===== src/hw/rtl/memory_test_pattern_checker_defines.svh =====
// Assertion macros shared by the memory test pattern checker RTL.
// Included by the modules that carry concurrent checks; no other dependencies.
`ifndef MEMORY_TEST_PATTERN_CHECKER_DEFINES_SVH
`define MEMORY_TEST_PATTERN_CHECKER_DEFINES_SVH
`ifndef SYNTHESIS
// Check that is switched off while reset is asserted.
`define MTPC_ASSERT(lbl, clk, rst_n, prop, msg) \
  lbl: assert property (@(posedge clk) disable iff (!rst_n) prop) else $error(msg);
// Check that also holds across reset.
`define MTPC_ASSERT_ALWAYS(lbl, clk, prop, msg) \
  lbl: assert property (@(posedge clk) prop) else $error(msg);
`else
`define MTPC_ASSERT(lbl, clk, rst_n, prop, msg)
`define MTPC_ASSERT_ALWAYS(lbl, clk, prop, msg)
`endif
`endif


===== src/hw/rtl/mtpc_pkg.sv =====
// Package of the memory test pattern checker: codes, mixing constants and
// pattern helper functions. No dependencies.
package mtpc_pkg;

  // Default sizes handed down from the top level.
  localparam int ADDR_BITS_DEF   = 32;
  localparam int REQ_BITS_DEF    = 4;
  localparam int QUEUE_DEPTH_DEF = 2;

  // Configuration port geometry: three registers on 8-byte spacing.
  localparam int CFG_ADDR_W = 5;
  localparam int CFG_DATA_W = 64;

  // Mixing constants of the pseudo-random pattern.
  localparam logic [63:0] GOLDEN_GAMMA = 64'h9E3779B97F4A7C15;
  localparam logic [63:0] MIX_MUL1     = 64'hBF58476D1CE4E5B9;
  localparam logic [63:0] MIX_MUL2     = 64'h94D049BB133111EB;
  localparam logic [63:0] ADDR_MUL     = 64'hD1B54A32D192ED03;

  // Fixed data patterns.
  localparam logic [63:0] WORD_AA   = 64'hAAAAAAAAAAAAAAAA;
  localparam logic [63:0] WORD_55   = 64'h5555555555555555;
  localparam logic [63:0] WORD_ONES = 64'hFFFFFFFFFFFFFFFF;

  // Item actions. The spare code is handled as a fill.
  typedef enum logic [1:0] {
    ACT_FILL   = 2'd0,
    ACT_VERIFY = 2'd1,
    ACT_CLEAR  = 2'd2,
    ACT_UNUSED = 2'd3
  } act_t;

  // Pattern select codes. The spare code gives a zero word.
  typedef enum logic [2:0] {
    PAT_ZEROS        = 3'd0,
    PAT_ALL_ONES     = 3'd1,
    PAT_AA           = 3'd2,
    PAT_55           = 3'd3,
    PAT_WALKING_ONE  = 3'd4,
    PAT_WALKING_ZERO = 3'd5,
    PAT_RANDOM       = 3'd6,
    PAT_UNUSED       = 3'd7
  } pat_t;

  // Configuration register indexes.
  typedef enum logic [1:0] {
    REG_PATTERN = 2'd0,
    REG_SEED    = 2'd1,
    REG_ROUND   = 2'd2
  } reg_idx_t;

  // Front end states.
  typedef enum logic [1:0] {
    FR_IDLE = 2'd0,
    FR_CALC = 2'd1,
    FR_PUSH = 2'd2
  } front_st_t;

  // The four 64-bit products of the pseudo-random word, in order.
  typedef enum logic [1:0] {
    MIX_ADDR  = 2'd0,
    MIX_ROUND = 2'd1,
    MIX_M1    = 2'd2,
    MIX_FINAL = 2'd3
  } mix_op_t;

  // Steps of one 64-bit product on the shared 32x32 multiplier.
  typedef enum logic [2:0] {
    SUB_LL   = 3'd0,
    SUB_LH   = 3'd1,
    SUB_HL   = 3'd2,
    SUB_ADD  = 3'd3,
    SUB_POST = 3'd4
  } mix_sub_t;

  // Live configuration seen by the pattern generator.
  typedef struct packed {
    logic [2:0]  pat_sel;
    logic [63:0] seed;
    logic [31:0] pass_round;
  } cfg_t;

  // Unused action code is handled as a fill.
  function automatic act_t classify_action(logic [1:0] code);
    act_t act;
    case (code)
      ACT_VERIFY: act = ACT_VERIFY;
      ACT_CLEAR:  act = ACT_CLEAR;
      default:    act = ACT_FILL;
    endcase
    return act;
  endfunction

  // Constant multiplier used by each product of the mixing sequence.
  function automatic logic [63:0] mix_const(mix_op_t op);
    logic [63:0] k;
    case (op)
      MIX_ADDR:  k = ADDR_MUL;
      MIX_ROUND: k = GOLDEN_GAMMA;
      MIX_M1:    k = MIX_MUL1;
      MIX_FINAL: k = MIX_MUL2;
      default:   k = ADDR_MUL;
    endcase
    return k;
  endfunction

  // Word of every pattern but the pseudo-random one, which reads as zero here.
  function automatic logic [63:0] simple_word(logic [2:0] sel, logic [5:0] sh);
    logic [63:0] one;
    logic [63:0] w;
    one = 64'd1 << sh;
    case (sel)
      PAT_ALL_ONES:     w = WORD_ONES;
      PAT_AA:           w = WORD_AA;
      PAT_55:           w = WORD_55;
      PAT_WALKING_ONE:  w = one;
      PAT_WALKING_ZERO: w = ~one;
      default:          w = '0;
    endcase
    return w;
  endfunction

endpackage


===== src/hw/rtl/mtpc_front.sv =====
// Front end of the memory test pattern checker: accepts items, classifies
// the action and forms the expected word. Depends on mtpc_pkg.
`include "memory_test_pattern_checker_defines.svh"

module mtpc_front #(
  parameter int ADDR_BITS = mtpc_pkg::ADDR_BITS_DEF,
  parameter int REQ_BITS  = mtpc_pkg::REQ_BITS_DEF
) (
  input  logic                  clk,
  input  logic                  rst_n,
  input  mtpc_pkg::cfg_t        cfg,
  input  logic                  in_valid,
  output logic                  in_ready,
  input  logic [1:0]            in_action,
  input  logic [ADDR_BITS-1:0]  in_word_address,
  input  logic [63:0]           in_read_data,
  input  logic [REQ_BITS-1:0]   in_requester_id,
  output logic                  q_valid,
  input  logic                  q_ready,
  output mtpc_pkg::act_t        q_act,
  output logic [ADDR_BITS-1:0]  q_addr,
  output logic [63:0]           q_rd,
  output logic [REQ_BITS-1:0]   q_req,
  output logic [63:0]           q_word
);
  import mtpc_pkg::*;

  // Bits of the address that select the walking bit.
  localparam int SH_W = (ADDR_BITS < 6) ? ADDR_BITS : 6;

  front_st_t              st_r, st_nxt;
  mix_op_t                op_r;
  mix_sub_t               sub_r;
  act_t                   act_r;
  logic [ADDR_BITS-1:0]   addr_r;
  logic [63:0]            rd_r;
  logic [REQ_BITS-1:0]    req_r;
  logic [63:0]            a_r;
  logic [63:0]            v_r;
  logic [63:0]            acc_r;
  logic [63:0]            prod_r;
  logic [63:0]            word_r;

  logic                   accept;
  logic                   is_random;
  logic [5:0]             sh_in;
  logic [63:0]            k;
  logic [31:0]            mul_a;
  logic [31:0]            mul_b;
  logic [63:0]            mul_p;
  logic [63:0]            mix_v;
  logic [31:0]            round1;

  assign accept    = in_valid && in_ready;
  assign is_random = (cfg.pat_sel == PAT_RANDOM);
  assign sh_in     = 6'(in_word_address[SH_W-1:0]);
  assign round1    = 32'(cfg.pass_round + 32'd1);

  // Handshakes: a new item may enter while the finished one is pushed.
  assign in_ready = (st_r == FR_IDLE) || ((st_r == FR_PUSH) && q_ready);
  assign q_valid  = (st_r == FR_PUSH);
  assign q_act    = act_r;
  assign q_addr   = addr_r;
  assign q_rd     = rd_r;
  assign q_req    = req_r;
  assign q_word   = word_r;

  // Operand selection for the shared multiplier.
  assign k     = mix_const(op_r);
  assign mul_a = (sub_r == SUB_HL) ? a_r[63:32] : a_r[31:0];
  assign mul_b = (sub_r == SUB_LH) ? k[63:32] : k[31:0];
  assign mul_p = mul_a * mul_b;

  // Seed and address product combined with the round product, then offset.
  assign mix_v = (v_r ^ acc_r) + GOLDEN_GAMMA;

  // State register.
  always_ff @(posedge clk) begin
    if (!rst_n) begin
      st_r <= FR_IDLE;
    end else begin
      st_r <= st_nxt;
    end
  end

  // Next state.
  always_comb begin
    st_nxt = st_r;
    case (st_r)
      FR_IDLE: begin
        if (in_valid) begin
          st_nxt = is_random ? FR_CALC : FR_PUSH;
        end
      end
      FR_CALC: begin
        if ((op_r == MIX_FINAL) && (sub_r == SUB_POST)) begin
          st_nxt = FR_PUSH;
        end
      end
      FR_PUSH: begin
        if (q_ready) begin
          if (in_valid) begin
            st_nxt = is_random ? FR_CALC : FR_PUSH;
          end else begin
            st_nxt = FR_IDLE;
          end
        end
      end
      default: st_nxt = FR_IDLE;
    endcase
  end

  // Sequencer position through the mixing products.
  always_ff @(posedge clk) begin
    if (!rst_n) begin
      op_r  <= MIX_ADDR;
      sub_r <= SUB_LL;
    end else if (accept) begin
      op_r  <= MIX_ADDR;
      sub_r <= SUB_LL;
    end else if (st_r == FR_CALC) begin
      if (sub_r == SUB_POST) begin
        sub_r <= SUB_LL;
        op_r  <= mix_op_t'(op_r + 2'd1);
      end else begin
        sub_r <= mix_sub_t'(sub_r + 3'd1);
      end
    end
  end

  // Item capture, product accumulation and mixing steps.
  always_ff @(posedge clk) begin
    if (accept) begin
      act_r  <= classify_action(in_action);
      addr_r <= in_word_address;
      rd_r   <= in_read_data;
      req_r  <= in_requester_id;
      if (is_random) begin
        a_r <= 64'(in_word_address) + 64'd1;
      end else begin
        word_r <= simple_word(cfg.pat_sel, sh_in);
      end
    end else if (st_r == FR_CALC) begin
      prod_r <= mul_p;
      case (sub_r)
        SUB_LH: acc_r <= prod_r;
        SUB_HL, SUB_ADD: acc_r[63:32] <= acc_r[63:32] + prod_r[31:0];
        SUB_POST: begin
          case (op_r)
            MIX_ADDR: begin
              v_r <= cfg.seed ^ acc_r;
              a_r <= 64'(round1);
            end
            MIX_ROUND: a_r <= mix_v ^ (mix_v >> 30);
            MIX_M1:    a_r <= acc_r ^ (acc_r >> 27);
            MIX_FINAL: word_r <= acc_r ^ (acc_r >> 31);
            default:   a_r <= a_r;
          endcase
        end
        default: acc_r <= acc_r;
      endcase
    end
  end

  `MTPC_ASSERT(a_front_calc_done, clk, rst_n,
    (st_r == FR_CALC && op_r == MIX_FINAL && sub_r == SUB_POST) |=> (st_r == FR_PUSH),
    "pattern sequencer did not hand its word to the queue")
  `MTPC_ASSERT(a_front_push_hold, clk, rst_n,
    (q_valid && !q_ready) |=> (q_valid && $stable(word_r) && $stable(addr_r)),
    "front item changed while waiting for the queue")

endmodule


===== config.mk =====
export PLATFORM = sky130hd
export DESIGN_NAME = mtpc_front
export DESIGN_NICKNAME = d
export VERILOG_FILES = /design/src/hw/rtl/mtpc_pkg.sv /design/src/hw/rtl/mtpc_front.sv
export VERILOG_INCLUDE_DIRS = /design/src /design/src/hw/rtl
export SDC_FILE = /design/constraint.sdc
export NUM_CORES = 2
export LEC_CHECK = 0
export ABC_AREA = 1
export BUFFER_PORTS_ARGS = -buffer_cell sky130_fd_sc_hd__buf_2
export CAP_MARGIN = 20
export CORE_MARGIN = 1.5
export CORE_UTILIZATION = 51
export CTS_BUF_LIST = sky130_fd_sc_hd__clkbuf_16
export DETAILED_ROUTE_END_ITERATION = 16
export PLACE_DENSITY = 0.7
export SLEW_MARGIN = 20
export SYNTH_ARGS = -nofsm -noshare
export SYNTH_HDL_FRONTEND = slang
export SYNTH_SLANG_ARGS = --single-unit
export TNS_END_PERCENT = 30

===== constraint.sdc =====
create_clock -name clk -period 11 [get_ports clk]
set_clock_uncertainty 0.15 [all_clocks]
set_input_delay 2.2 -clock clk [delete_from_list [all_inputs] [get_ports clk]]
set_output_delay 2.2 -clock clk [all_outputs]
set_load 0.01 [all_outputs]

==> flow_summary.yaml <==
finish:
  syn_to_final_growth_pct: 9.916
  post-route-util_pct: 56.58
  drive_gt1_share_pct: 9.393
  nets: 8859
floorplanning:
  core_area_um2: 114300
  die_y_um: 342.7
  die_w_um: 342.7
  start_util_pct: 51.48
  dieArea_um2: 117500
  std_cell_rows: 124
  boundaryPins: 373
setup_path:
  regToRegEndpoint: "prod_r[56]"
  end_kind: "flop"
  slowest_stage: "fa_1"
  cpPeakStageDelay_ns: 0.68
  path_buf_inv: 9
  rrSetupSlack_ns: 0.75
  criticalPathCategory: "reg -> reg"
  critPathLaunchType: "flop"
  cp.required_ns: 11.32
  critPathMostFrequentCell: "fa_1"
  crit_family: "adder cells"
  r2r_cells: 34
  cp_max_fo: 29
  arrival_ns: 10.57
  r2r_start: "sub_r[1]"
sta:
  slew_headroom_pct: 17.87
  setup_slack_ns: 0.7532
  min_period_ns: 10.25
  tightest_slew_ns: 1.231
  fmaxAchievable_ghz: 0.09759
  slew_violations: 0
  tns_ns: 0
  rsz0062_at_grt: "no"
  hold_viol: 0
  final-setup-viol-count: 0
  timing.final.crit_share_pct: 93.15
synth:
  synth.distinct_cells: 60
  synth-edff-count: 422
  synthTopCellsByArea: "fa_1 (31%), edfxtp_1 (22%), nand2_1 (9.5%)"
  synthFlopType: "edfxtp_1"
  synth-async-reset-ratio_pct: 0
  ys_warn_count: 0
  synth_top_area_cell: "fa_1"
  synth-seq-cells: 429
  synth_nets: 8544
  synthCells: 7129
  syn_area_per_cell_um2: 8.256
  yosysSeqAreaShare_pct: 21.77
  netlist_area_um2: 58860
  yosysTopAreaCellShare_pct: 30.51
hold_path:
  whs_endpoint: "acc_r[10]"
  hold_path_depth: 0
  min_from: "prod_r[10]"
  hold_path.class: "reg -> reg"
global_routing:
  antenna_found_initial: 21
  grt_pass1_wl_um: 371100
  grt_pass1_vias: 51840
  grt_use_total_pct: 44.97
  overflow: 0
  grt_max_degree: 139
placed_design:
  pre_cts_slack_ns: 0.9375
  gp_congestion: 1.074
  hpwl_um: 216900
  io_buffers: 372
clocking:
  cts_resized: 0
  cts_buffers: 49
  clk_path_buf_depth: 3
  clk_pin_slew_ns: 0.06
  htreeDepth: 2
  hold_buffers: 0
  cts_tree: "yes"
  insertion_delay_ns: 0.67
  cts-root-buf: "clkbuf_16"
  cts_sinks: 429
  post-cts-setup-buffers: 0
drt:
  drtIter0Drc: 6230
  vias: 52860
  first_pass_iters: 9
  viasPerCell: 5.866
  drc: 0
  postRouteAntennaNets: 0
  wire_per_inst_um: 29.15
  wl_um: 262600
power:
  ir_drop_v: 0.0009187
  p_leak_uw: 0.03123
  p_per_area_nw_per_um2: 264.8
run_status:
  status: "finished clean"
run:
  cap_viol_max_count: 0
-- Yosys cell counts, types with 5 or more instances --
master,n
o21bai_1,19
a21o_1,15
ha_1,313
a21boi_0,5
xnor2_1,110
edfxtp_1,422
clkinv_1,17
o22ai_1,6
inv_1,1334
nor3_1,52
or2_2,15
nand3b_1,21
buf_2,29
clkbuf_2,5
nand2_1,1490
o21a_1,11
o211ai_1,6
inv_2,12
nand3_1,330
a21oi_1,254
dfxtp_1,7
nor4_1,9
a31oi_1,31
o21ai_0,278
o21ai_1,27
nand4_1,50
nor2_2,10
clkbuf_1,217
nor2_1,879
nand2_2,8
buf_1,20
xor2_1,179
fa_1,897
-- worst max-delay path by stage --
stage	start	end	cells past startpoint
global route	sub_r[1]	prod_r[56]	34
detailed placement	sub_r[1]	prod_r[56]	34
CTS	sub_r[1]	prod_r[56]	34
global placement	sub_r[1]	prod_r[56]	36
floorplan	st_r[0]	a_r[0]	7
finish	sub_r[1]	prod_r[56]	34
-- through the flow --
step / hold WS, ns / area (µm²) / std cells / power, µW
6_report: 0.3193 / 64700 / 9011 / 17130
5_1_grt: 0.3193 / 64680 / 9006 / 18040
4_1_cts: 0.3185 / 64640 / 8995 / 16960
3_5_place_dp: 0.3047 / 62930 / 8904 / 15120
3_3_place_gp: 0.3003 / 62900 / 8903 / 15150
2_1_floorplan: 0.2807 / 58860 / 7129 / 9771
-- logic make-up after synthesis --
| family | Yosys count | synth area share, % |
|---|---|---|
| AO/OA/AOI/OAI | 676 | 6.214 |
| flip-flops | 429 | 21.77 |
| AND/OR/NAND/NOR | 2886 | 19.96 |
| buffers and inverters | 1636 | 10.52 |
| XOR/XNOR | 292 | 4.383 |
| adder cells (fa/ha/maj) | 1210 | 37.16 |
-- layer usage --
layer / wire [µm] / global-route usage [%] / vias to the layer above / part of all wire, %
met5: 68 / 0 / - / 0.026
met3: 33290 / 13.71 / 824 / 13
li1: - / - / 22570 / -
met2: 112300 / 66.07 / 3560 / 43
met4: 22740 / 32.31 / 10 / 8.7
met1: 94270 / 56.42 / 25900 / 36
-- layout make-up --
type                            count  area [µm²]
Antenna cell                       15       37.54
Clock buffer                       49        1226
Clock inverter                     42       481.7
Fill cell                       10650       49650
Inverter                         1363        5124
Multi-Input combinational cell   5064       39990
Sequential cell                   429       12810
Tap cell                         1512        1892
Timing Repair Buffer              537        3133
-- flip-flops by register name (all words and copies together), names as in the netlist --
register,flops
q_req,4
sub_r,3
q_word,64
op_r,2
acc_r,64
q_rd,64
prod_r,64
v_r,64
st_r,2
q_act,2
a_r,64
q_addr,32
-- layout by cell type, fill, tap and decap left out, types with 5 or more instances in the layout --
cell       count
nand2_1     1488
inv_1       1342
fa_1         897
nor2_1       872
edfxtp_1     422
buf_2        372
nand3_1      330
ha_1         311
o21ai_0      258
a21oi_1      252
xor2_1       179
buf_4        163
xnor2_1      110
nor3_1        50
nand4_1       50
clkbuf_16     49
o21ai_1       35
a31oi_1       31
clkinv_1      26
nand3b_1      21
o21bai_1      19
diode_2       15
or2_2         15
a21o_1        15
nor2_2        14
inv_2         12
o21ai_2       12
o21a_1        11
nand2_2       10
nor4_1         9
bufinv_16      8
dfxtp_1        7
nor2_4         6
o211ai_1       6
nor3_2         6
a21boi_0       5
o22ai_1        5
-- power by group --
part	switching [µW]	leakage, µW	internal, µW	total [µW]
Clock	766	0.000860	1010	1780
Combinational	8820	0.0264	4080	12900
Sequential	66.4	0.00396	2380	2450
Total	9660	0.0312	7480	17100
Note: power is estimated with default switching activity, not from simulation.
